`src/rtl/crc32bs_pkg.sv`:
```
`timescale 1ns / 1ps
// ----------------------------------------------------------------------------
// crc32bs_pkg
// Shared types, constants and the byte fold function for the reflected
// CRC-32 byte stream unit.
// ----------------------------------------------------------------------------
package crc32bs_pkg;

    localparam int unsigned CrcWidth  = 32;
    localparam int unsigned ByteWidth = 8;

    localparam logic [CrcWidth-1:0] CRC_POLY     = 32'hEDB8_8320;
    localparam logic [CrcWidth-1:0] CRC_ALL_ONES = 32'hFFFF_FFFF;

    typedef logic [CrcWidth-1:0]  t_crc;
    typedef logic [ByteWidth-1:0] t_byte;

    // One input transaction as held in the input register
    typedef struct packed {
        t_byte data_byte;
        logic  first_byte;
        logic  last_byte;
        t_crc  seed_value;
    } t_item;

    // Fold one byte into the CRC, LSB first: eight shift-xor steps
    function automatic t_crc fold_byte(input t_crc crc, input t_byte data);
        t_crc c;
        c = crc ^ {{(CrcWidth-ByteWidth){1'b0}}, data};
        for (int k = 0; k < ByteWidth; k++) begin
            if (c[0]) begin
                c = (c >> 1) ^ CRC_POLY;
            end else begin
                c = c >> 1;
            end
        end
        return c;
    endfunction

endpackage

```
`src/rtl/crc32_byte_stream_unit.sv`:
```
`timescale 1ns / 1ps
// ----------------------------------------------------------------------------
// crc32_byte_stream_unit
// Byte-serial reflected CRC-32 (poly 0xEDB88320) with seeded chaining.
// ----------------------------------------------------------------------------
// Usage:
//   Input channel (i_in_valid / o_in_stall) carries one message byte per
//   transaction with first/last marks and a seed. On a first byte a zero
//   seed starts from all ones and the result is inverted; a nonzero seed
//   continues from that value and the result is given raw.
//   Output channel (o_out_valid / i_out_stall) carries one CRC per message,
//   produced only by the byte marked last.
//   Throughput: one byte per clock while o_in_stall is low; the byte
//   fold from the input register to the result register is combinational.
//   o_out_valid is set with the result register as the last byte is consumed.
//   Reset: clears both registers' valid flags, the running CRC to all ones
//   and the mode to fresh start.
//   Stall: a waiting result holds; further non-last bytes still advance.
//   A last byte waits in the input register until the result slot frees,
//   and o_in_stall then rises once the input register is also full.
// ----------------------------------------------------------------------------
module crc32_byte_stream_unit (
    input  logic                   i_clk,
    input  logic                   i_rst_n,
    input  logic                   i_in_valid,
    output logic                   o_in_stall,
    input  crc32bs_pkg::t_byte     i_data_byte,
    input  logic                   i_first_byte,
    input  logic                   i_last_byte,
    input  crc32bs_pkg::t_crc      i_seed_value,
    output logic                   o_out_valid,
    input  logic                   i_out_stall,
    output crc32bs_pkg::t_crc      o_crc_value
);
    import crc32bs_pkg::*;

    logic  r_in_valid;
    logic  n_in_valid;
    t_item r_item;
    logic  r_out_valid;
    logic  n_out_valid;
    t_crc  r_crc_value;

    logic  w_in_take;
    logic  w_out_free;
    logic  w_consume;
    t_crc  w_result;

    // Handshake control
    assign w_out_free = !r_out_valid || !i_out_stall;
    assign w_consume  = r_in_valid && (!r_item.last_byte || w_out_free);
    assign o_in_stall = r_in_valid && !w_consume;
    assign w_in_take  = i_in_valid && !o_in_stall;

    always_comb begin
        n_in_valid = r_in_valid;
        if (w_in_take) begin
            n_in_valid = 1'b1;
        end else if (w_consume) begin
            n_in_valid = 1'b0;
        end
    end

    always_comb begin
        n_out_valid = r_out_valid;
        if (w_consume && r_item.last_byte) begin
            n_out_valid = 1'b1;
        end else if (!i_out_stall) begin
            n_out_valid = 1'b0;
        end
    end

    // Input register
    always_ff @(posedge i_clk) begin
        if (!i_rst_n) begin
            r_in_valid <= 1'b0;
        end else begin
            r_in_valid <= n_in_valid;
        end
    end

    always_ff @(posedge i_clk) begin
        if (w_in_take) begin
            r_item <= '{data_byte:  i_data_byte,
                        first_byte: i_first_byte,
                        last_byte:  i_last_byte,
                        seed_value: i_seed_value};
        end
    end

    // Fold and state
    crc32bs_core u_core (
        .i_clk    (i_clk),
        .i_rst_n  (i_rst_n),
        .i_step   (w_consume),
        .i_item   (r_item),
        .o_result (w_result)
    );

    // Result register
    always_ff @(posedge i_clk) begin
        if (!i_rst_n) begin
            r_out_valid <= 1'b0;
        end else begin
            r_out_valid <= n_out_valid;
        end
    end

    always_ff @(posedge i_clk) begin
        if (w_consume && r_item.last_byte) begin
            r_crc_value <= w_result;
        end
    end

    assign o_out_valid = r_out_valid;
    assign o_crc_value = r_crc_value;

    // Checks
    a_stall_needs_item: assert property (@(posedge i_clk) disable iff (!i_rst_n)
        o_in_stall |-> (r_in_valid && r_item.last_byte && r_out_valid))
        else $error("input stalled without a blocked last byte");

    a_last_loads_result: assert property (@(posedge i_clk) disable iff (!i_rst_n)
        (w_consume && r_item.last_byte) |=> r_out_valid)
        else $error("last byte consumed but no result registered");

    a_held_item_stable: assert property (@(posedge i_clk) disable iff (!i_rst_n)
        (r_in_valid && !w_consume) |=> (r_in_valid && $stable(r_item)))
        else $error("unconsumed input transaction was lost or changed");

    a_no_overwrite: assert property (@(posedge i_clk) disable iff (!i_rst_n)
        (r_out_valid && i_out_stall) |-> !(w_consume && r_item.last_byte))
        else $error("result register overwritten while stalled");

endmodule

```
`src/rtl/crc32bs_core.sv`:
```
`timescale 1ns / 1ps
// ----------------------------------------------------------------------------
// crc32bs_core
// Running CRC and seed mode. Folds one byte per step and forms the final
// value (inverted for a fresh start, raw for a chained seed).
// ----------------------------------------------------------------------------
module crc32bs_core (
    input  logic                i_clk,
    input  logic                i_rst_n,
    input  logic                i_step,
    input  crc32bs_pkg::t_item  i_item,
    output crc32bs_pkg::t_crc   o_result
);
    import crc32bs_pkg::*;

    t_crc r_running_crc;
    t_crc n_running_crc;
    logic r_continue_mode;
    logic n_continue_mode;

    t_crc w_start_crc;
    logic w_start_mode;
    t_crc w_folded;

    // Seed selection on the first byte of a message
    always_comb begin
        if (i_item.first_byte) begin
            if (i_item.seed_value != '0) begin
                w_start_crc  = i_item.seed_value;
                w_start_mode = 1'b1;
            end else begin
                w_start_crc  = CRC_ALL_ONES;
                w_start_mode = 1'b0;
            end
        end else begin
            w_start_crc  = r_running_crc;
            w_start_mode = r_continue_mode;
        end
    end

    assign w_folded = fold_byte(w_start_crc, i_item.data_byte);
    assign o_result = w_start_mode ? w_folded : ~w_folded;

    // Next state: back to fresh defaults after the last byte
    always_comb begin
        n_running_crc   = r_running_crc;
        n_continue_mode = r_continue_mode;
        if (i_step) begin
            if (i_item.last_byte) begin
                n_running_crc   = CRC_ALL_ONES;
                n_continue_mode = 1'b0;
            end else begin
                n_running_crc   = w_folded;
                n_continue_mode = w_start_mode;
            end
        end
    end

    always_ff @(posedge i_clk) begin
        if (!i_rst_n) begin
            r_running_crc   <= CRC_ALL_ONES;
            r_continue_mode <= 1'b0;
        end else begin
            r_running_crc   <= n_running_crc;
            r_continue_mode <= n_continue_mode;
        end
    end

endmodule
```
`config.mk`:
```
export PLATFORM = sky130hd
export DESIGN_NAME = crc32_byte_stream_unit
export DESIGN_NICKNAME = d
export VERILOG_FILES = /design/src/rtl/crc32bs_pkg.sv /design/src/rtl/crc32_byte_stream_unit.sv /design/src/rtl/crc32bs_core.sv
export SDC_FILE = /design/constraint.sdc
export NUM_CORES = 1
export LEC_CHECK = 0
export BUFFER_PORTS_ARGS = -buffer_cell sky130_fd_sc_hd__buf_2
export CAP_MARGIN = 30
export CORE_MARGIN = 2
export CORE_UTILIZATION = 57
export DETAILED_ROUTE_END_ITERATION = 10
export GPL_ROUTABILITY_DRIVEN = 0
export PLACE_DENSITY = 0.84
export SLEW_MARGIN = 20
export SYNTH_ARGS = -nofsm -noshare
export SYNTH_HDL_FRONTEND = slang
export SYNTH_SLANG_ARGS = --single-unit
```
`constraint.sdc`:
```
create_clock -name i_clk -period 4 [get_ports i_clk]
set_input_delay 0 -clock i_clk [delete_from_list [all_inputs] [get_ports i_clk]]
set_output_delay 0 -clock i_clk [all_outputs]
set_load 0.05 [all_outputs]
```
==> results of run 1 <==
-- cell usage in the layout, fill, tap and decap left out, types with 3 or more instances in the layout --
| cell type | netlist | final |
|---|---|---|
| edfxtp_1 | 74 | 74 |
| o31ai_1 | 3 | 3 |
| dlygate4sd3_1 | 0 | 47 |
| nor3b_1 | 5 | 5 |
| xnor3_1 | 5 | 5 |
| a21oi_1 | 13 | 13 |
| a31oi_1 | 4 | 4 |
| nor4_1 | 11 | 11 |
| nand2_1 | 40 | 40 |
| o22ai_1 | 24 | 24 |
| xor2_1 | 22 | 22 |
| xnor2_1 | 66 | 66 |
| dfxtp_1 | 35 | 35 |
| xnor2_2 | 3 | 3 |
| buf_2 | 1 | 79 |
| o21ai_1 | 3 | 3 |
| inv_1 | 8 | 8 |
| nor2_1 | 7 | 7 |
| clkinv_2 | 0 | 3 |
| clkbuf_8 | 0 | 9 |
| buf_4 | 0 | 6 |
| o211ai_1 | 23 | 23 |
| o21ai_0 | 4 | 4 |
| xor2_2 | 3 | 3 |
-- what timing repair did --
action | CTS | global route
hold buffers | 47 | 0
endpoints found under the setup margin | 0 | 0
setup buffers | 0 | 0
hold endpoints to repair | 45 | 0
-- metrics by stage --
stage	instance area [sq um]	hold slack, ns	std cells
6_report	6310	0.324	646
5_1_grt	6310	0.332	646
4_1_cts	6300	0.326	645
3_3_place_gp	5630	0.176	580
2_1_floorplan	5120	0.0989	408
3_5_place_dp	5660	0.178	582
-- cells by family (layout without fill, tap and decap cells) --
family,after synthesis,after routing,synth area share
flip-flops,109,109,0.571
buffers and inverters,29,159,0.0215
XOR/XNOR,99,99,0.191
AND/OR/NAND/NOR,83,83,0.0901
AO/OA/AOI/OAI,88,88,0.126
-- worst min path at each step --
stage	to	cells after the start	slack, ns	start
finish	r_item[28]	2	0.32	i_seed_value[28]
global route	r_item[34]	2	0.33	i_data_byte[0]
CTS	r_item[0]	2	0.33	i_seed_value[0]
detailed placement	r_item[4]	1	0.18	i_seed_value[4]
global placement	r_item[22]	1	0.18	i_seed_value[22]
floorplan	r_item[0]	0	0.1	i_seed_value[0]
-- layer usage --
layer / GRT usage / vias up / wire, microns
met3: 0.0518 / 42 / 1090
met2: 0.422 / 229 / 5800
met1: 0.356 / 1767 / 5000
met4: 0.104 / 0 / 471
met5: 0 / - / 0
li1: - / 1744 / -
-- power groups by stage --
stage	Combinational [mW]	Clock [mW]	Sequential (mW)
6_report	0.949	0.591	1.41
5_1_grt	1.02	0.651	1.41
4_1_cts	0.937	0.590	1.40
3_5_place_dp	0.902	0	1.43
3_3_place_gp	0.877	0	1.43
2_1_floorplan	0.619	0	1.52
-- state kept, by name, summed over array words and instances, names as in the netlist --
name,count
r_item,42
o_crc_value,32
r_in_valid,1
u_core.r_continue_mode,1
o_out_valid,1
u_core.r_running_crc,32
-- area by class of cell --
type                            count  area, sq um  share of cell area
Tap cell                          108          135              0.0214
Multi-Input combinational cell    270         2100               0.332
Timing Repair Buffer              135          961               0.152
Clock buffer                       10          128              0.0202
Inverter                            8         30.0             0.00476
Clock inverter                      6         37.5             0.00595
Sequential cell                   109         2920               0.463
==> out/metrics.yaml, run 1 <==
seqPwrFrac: 0.477
drive_gt1_frac: 0.229
max_freq_ghz: 0.277
startpoint: "r_item[13]"
worstMarginPinSlew_ns: 0.754
via_per_inst: 5.85
nets: 579
synth-seq-cells: 109
start_util: 0.587
yosysTopAreaCell: "edfxtp_1"
antenna_violating_nets_post_route: 0
hold_path.class: "in2reg"
layout_setup_ws_ns: 0.388
grt_setup_unrepaired: "no"
tns_ns: 0
grt_pass1_vias: 3771
layout_worst_path_cycle_share: 0.903
wl_per_cell_microns: 19.1
max_slew_margin: 0.497
endpoint: "u_core.r_running_crc[20]"
p_sw_mw: 0.960
reg2reg_from: "r_item[13]"
synthTopCellsByArea: "edfxtp_1 (43%), dfxtp_1 (14%), xnor2_1 (11%), xor2_1 (3.8%), o211ai_1 (3.4%)"
final_util: 0.724
dieArea_sq_um: 9760
end_kind: "register"
pre_cts_ws_ns: 0.590
cts.sinks: 109
drt-initial-drc-count: 296
synth_edf_count: 74
syn_inst: 408
wl_mm: 12.4
grt_max_degree: 61
fin_crit_ns: 3.61
drv_cap: 0
r2r-end: "u_core.r_running_crc[20]"
htreeDepth: 3
finClkSkew_ns: 0.00929
num_vias: 3782
num_antenna_cells: 0
portBuffers: 79
critical_path_class: "reg2reg"
async_flop_share: 0
yosysMostFrequentCell: "edfxtp_1"
ys_seq_area_frac: 0.571
required_ns: 4.27
p_sw_frac: 0.326
track_usage: 0.263
post_cts_resized: 0
worst-path-stages: 8
cts_tree: "yes"
yosysWarnings: 0
timing.critical_path.cells: "nor4_1, and4_2, nand2_4, a311oi_2, xnor2_2, xnor2_1, xnor3_1, a21o_1"
r2r_cells: 8
cts_root_buf: "clkbuf_8"
dp_hpwl_mm: 8.01
power.leakage_nw: 2.42
critPathBufInv: 0
drc_errors: 0
combPwrFrac: 0.322
power_mw: 2.95
areaGrowthSynthToFinish_pct: 23.2
netlist_area_sq_um: 5120
crit_slowest_cell: "a311oi_2"
slew_viol_final: 0
grt_overflow: 0
die_w_microns: 98.8
crit_fanout: 6
synth_ff_type: "edfxtp_1"
first_pass_iters: 5
vdd_ir_drop_max_mv: 0.273
path_clk_slew_ns: 0.10
netlist_top_cells_count: "edfxtp_1 (74), xnor2_1 (66), nand2_1 (40), dfxtp_1 (35), o22ai_1 (24)"
internal_power_mw: 1.99
max_stage_delay_ns: 0.69
arrival_ns: 3.88
syn_nets: 454
grt_pass1_wl_mm: 19.9
cts_inserted_buffers: 9
yosysTopAreaCellShare: 0.434
core-area_sq_um: 8720
p_clk_frac: 0.201
worstSkewPairLatency_ns: 0.37
synth.distinct_cells: 43
status: "complete, no violations"
antenna_found_initial: 0
hold_violations: 0
setup_viol: 0
worstSetupStartpointType: "register"
cpLargestDelayFamily: "XOR/XNOR gates"
cts_buffer_depth: 2
fillers: 531
r2r_slack_ns: 0.39
die_y_microns: 98.8
pin_count: 80
powerDensity_nw_per_um2: 467
row_count: 34
avgSynthCellArea_sq_um: 12.6
Note: power is estimated with default switching activity, not from simulation.
==> inputs of run 2 (changes only) <==
Settings changed: RECOVER_POWER from default to 100.
==> run 2 against run 1 <==
Net effect: the run now ends with max-capacitance violations, max-slew violations left; sequential share of layout area is 0.92 points higher; total power is 0.57% lower; core utilization is 1.4 points lower; first-iteration DRC count is 11% lower; non-clock buffer count stayed put; critical path type unchanged; largest power group unchanged; highest routed layer unchanged.
==> out/metrics.yaml, run 2 (synthesis results as in run 1) <==
path_clk_slew_ns: 0.10
grt_overflow: 0
slew_viol_final: 33
power.leakage_nw: 2.28
vdd_ir_drop_max_mv: 0.275
track_usage: 0.263
pin_count: 80
powerDensity_nw_per_um2: 473
grt_setup_unrepaired: "no"
critical_path_class: "reg2reg"
hold_violations: 0
finClkSkew_ns: 0.00923
arrival_ns: 3.93
dieArea_sq_um: 9760
placed_cell_area_sq_um: 5660
htreeDepth: 3
crit_fanout: 8
cts_root_buf: "clkbuf_8"
r2r_slack_ns: 0.20
worstMarginPinSlew_ns: 1.71
wl_met2_mm: 5.85
hold_end: "r_item[28]"
final_util: 0.710
required_ns: 4.13
r2r_cells: 8
fillers: 564
core-area_sq_um: 8720
crit_slowest_cell: "nor4_1"
finalInstanceArea_sq_um: 6190
portBuffers: 79
worstSetupStartpointType: "register"
grt_max_degree: 61
max_stage_delay_ns: 0.59
areaGrowthSynthToFinish_pct: 20.8
cts.sinks: 109
max_slew_margin: -0.138
dp_hpwl_mm: 8.01
hp-start: "i_seed_value[28]"
largest_register_ffs: 42
max_freq_ghz: 0.263
die_w_microns: 98.8
drt-initial-drc-count: 263
setup_viol: 0
drv_cap: 1
fin_crit_ns: 3.80
num_antenna_cells: 0
critPathBufInv: 0
cts_inserted_buffers: 9
met3WireLength_microns: 994
die_y_microns: 98.8
end_kind: "register"
status: "finished, violations left"
cts_tree: "yes"
r2r-end: "o_crc_value[18]"
hold_path.class: "in2reg"
via_per_inst: 5.79
grt_pass1_vias: 3771
drc_errors: 0
num_vias: 3741
cpLargestDelayFamily: "simple AND/OR/NAND/NOR gates"
worstSkewPairLatency_ns: 0.37
wl_per_cell_microns: 19.3
antenna_violating_nets_post_route: 0
regMostFlops: "r_item"
reg2reg_from: "r_item[13]"
drive_gt1_frac: 0.141
final_common_cell: "edfxtp_1"
layout_worst_path_cycle_share: 0.950
first_pass_iters: 5
power_mw: 2.93
row_count: 34
wl_mm: 12.5
maxUsedRoutingLayer: "met4"
wl_met1_mm: 5.20
hold_path_depth: 2
antenna_found_initial: 0
grt_pass1_wl_mm: 19.9
timing.critical_path.cells: "nor4_1, nand4_1, nor4_1, a311oi_4, xor2_1, xnor3_1, xor2_1, xnor2_1"
violations: "max-capacitance violations, max-slew violations"
final_cell_mix: "edfxtp_1 (74), xnor2_1 (67), dlygate4sd3_1 (47)"
tns_ns: 0
nets: 579
start_util: 0.587
cts_buffer_depth: 2
## run 2: layout make-up
| class | count | area [sq um] | share of cell area |
|---|---|---|---|
| timing repair buffer | 135 | 881 | 0.142 |
| multi-input combinational | 270 | 2050 | 0.332 |
| clock inverter | 6 | 37.5 | 0.00607 |
| tap | 108 | 135 | 0.0218 |
| sequential | 109 | 2920 | 0.472 |
| clock buffer | 10 | 128 | 0.0206 |
| inverter | 8 | 30.0 | 0.00485 |
## run 2: worst register-to-register path, stage by stage (launching register included)
cell and delay (ns):
edfxtp_1 0.47, nor4_1 0.59, nand4_1 0.44, nor4_1 0.50, a311oi_4 0.16, xor2_1 0.54, xnor3_1 0.50, xor2_1 0.20
xnor2_1 0.17
## run 2: stage by stage
stage,instances,worst slack (ns),hold WS [ns]
6_report,646,0.202,0.323
3_5_place_dp,582,0.590,0.178
2_1_floorplan,408,0.733,0.0989
3_3_place_gp,580,0.682,0.176
5_1_grt,646,0.137,0.332
4_1_cts,645,0.571,0.326
## run 2: timing repair
| item | in CTS | in global routing |
|---|---|---|
| hold buffers | 47 | 0 |
| buffers inserted | 0 | 0 |
| endpoints found under the setup margin | 0 | 0 |
| endpoints found under the hold margin | 45 | 0 |
| gates resized for setup | 0 | 0 |
## run 2: worst max-delay path by stage
stage | start | endpoint | cells past startpoint
2_1_floorplan | o_out_valid | r_item[0] | 3
3_3_place_gp | r_item[29] | u_core.r_running_crc[20] | 8
3_5_place_dp | r_item[29] | u_core.r_running_crc[20] | 8
4_1_cts | r_item[29] | u_core.r_running_crc[20] | 8
5_1_grt | r_item[13] | o_crc_value[25] | 8
6_report | r_item[13] | o_crc_value[18] | 8
## run 2: where the power goes
group / internal (mW) / switching (mW) / total (mW)
Clock: 0.226 / 0.368 / 0.594
Combinational: 0.395 / 0.532 / 0.927
Sequential: 1.35 / 0.0596 / 1.41
## run 2: layer usage
| layer | track usage | vias to the layer above |
|---|---|---|
| met2 | 0.422 | 220 |
| met4 | 0.104 | 0 |
| met5 | 0 | - |
| met1 | 0.356 | 1731 |
| met3 | 0.0518 | 39 |
| li1 | - | 1751 |
==> inputs of run 3 (changes only) <==
Settings changed: BUFFER_PORTS_ARGS -buffer_cell sky130_fd_sc_hd__buf_2 to default, CORE_UTILIZATION 57 to 60, DONT_BUFFER_PORTS from default to 1, PLACE_DENSITY 0.84 to 0.8.
==> run 3 against run 2 <==
Net effect: the run still ends with max-capacitance violations, max-slew violations left; core utilization rose by 0.33 points; global-route usage rose by 0.55 points; fmax rose by 6.9%; first-iteration DRC count rose by 30%; sequential power rose by 8%; cell count fell by 13%; largest cell class unchanged.
==> out/metrics.yaml, run 3 (synthesis results as in run 1) <==
status: "finished, violations left"
violations: "max-capacitance violations, max-slew violations"
row_count: 33
fillers: 574
timing.critical_path.cells: "nor4_1, and4_1, nand2_4, a311oi_4, xor2_2, xnor3_1, xor2_1, xnor2_1"
wl_mm: 11.7
cts_root_buf: "clkbuf_8"
max_freq_ghz: 0.282
p_sw_mw: 0.942
grt_overflow: 0
dp_hpwl_mm: 7.89
whs_ns: 0.0221
largest_register_ffs: 42
nets: 501
drive_gt1_frac: 0.0826
internal_power_mw: 2.02
path_clk_slew_ns: 0.10
wl_per_cell_microns: 20.7
p_clk_frac: 0.223
critical_path_class: "reg2reg"
p_sw_frac: 0.318
crit_fanout: 7
final_cell_mix: "edfxtp_1 (74), xnor2_1 (66), dlygate4sd3_1 (46)"
hold_path.class: "in2reg"
end_kind: "register"
regMostFlops: "r_item"
pin_count: 80
first_pass_iters: 5
grt_max_degree: 61
max_slew_margin: -0.0545
via_per_inst: 6.20
areaGrowthSynthToFinish_pct: 14.9
hold_violations: 0
layout_worst_path_cycle_share: 0.888
drv_cap: 1
core-area_sq_um: 8260
setup_viol: 0
worstSkewPairLatency_ns: 0.38
finClkSkew_ns: 0.0117
dieArea_sq_um: 9290
cts_buffer_depth: 2
die_w_microns: 96.4
num_vias: 3501
layout_setup_ws_ns: 0.448
track_usage: 0.268
seqPwrFrac: 0.515
tns_ns: 0
cts_tree: "yes"
grt_setup_unrepaired: "no"
drc_errors: 0
ctsHoldBuffers: 45
post_cts_buffers: 0
die_y_microns: 96.4
antenna_violating_nets_post_route: 0
combPwrFrac: 0.262
cts.sinks: 109
grt_pass1_vias: 3336
cts_inserted_buffers: 9
arrival_ns: 3.69
portBuffers: 0
slew_viol_final: 33
htreeDepth: 3
worstSetupStartpointType: "register"
antenna_found_initial: 0
final_common_cell: "edfxtp_1"
vdd_ir_drop_max_mv: 0.290
powerDensity_nw_per_um2: 503
required_ns: 4.14
num_antenna_cells: 0
power.leakage_nw: 2.09
crit_slowest_cell: "a311oi_4"
worstMarginPinSlew_ns: 1.58
grt_pass1_wl_mm: 18.0
fin_crit_ns: 3.55
post_cts_resized: 0
start_util: 0.620
drt-initial-drc-count: 342
max_stage_delay_ns: 0.55
pre_cts_ws_ns: 0.677
run 3: critical path: cells and delay by family, from the launching register on:
kind / cells / cell delay (ns)
xor+xnor: 4 / 1.21
simple gates: 3 / 1.04
compound gates: 1 / 0.55
flops: 1 / 0.51
run 3: final cells by class:
type | count | area [sq um] | share of cell area
timing repair buffer | 57 | 537 | 0.0912
sequential | 109 | 2920 | 0.496
multi-input combinational | 270 | 2080 | 0.353
clock buffer | 10 | 128 | 0.0217
inverter | 8 | 30.0 | 0.00510
clock inverter | 6 | 61.3 | 0.0104
tap | 105 | 131 | 0.0223
run 3: final timing paths:
| check | slack, ns | end | depth (start not counted) | startpoint |
|---|---|---|---|---|
| min | 0.02 | u_core.r_running_crc[28] | 2 | i_rst_n |
| max | 0.45 | o_crc_value[18] | 8 | r_item[13] |
| min reg2reg | 0.50 | u_core.r_running_crc[14] | 2 | u_core.r_running_crc[14] |
| max reg2reg | 0.45 | o_crc_value[18] | 8 | r_item[13] |
run 3: routing by layer:
metal	GRT usage	part of all wire	vias to the layer above	routed length (microns)
li1	-	-	1583	-
met1	0.374	0.41	1678	4850
met2	0.414	0.47	208	5470
met3	0.0590	0.087	32	1020
met4	0.104	0.029	0	343
met5	0	0	-	0
run 3: power groups by stage:
stage | sequential (mW) | combinational (mW) | clock (mW)
floorplan | 1.52 | 0.619 | 0
global placement | 1.54 | 0.723 | 0
detailed placement | 1.54 | 0.740 | 0
CTS | 1.52 | 0.778 | 0.663
global route | 1.53 | 0.849 | 0.714
finish | 1.52 | 0.776 | 0.659
run 3: metrics by stage:
step | instances | instance area, sq um | util | power, mW
2_1_floorplan | 408 | 5120 | - | 2.14
3_3_place_gp | 500 | 5240 | 0.635 | 2.26
3_5_place_dp | 501 | 5260 | 0.637 | 2.28
4_1_cts | 562 | 5900 | 0.714 | 2.96
5_1_grt | 565 | 5890 | 0.713 | 3.09
6_report | 565 | 5890 | 0.713 | 2.96
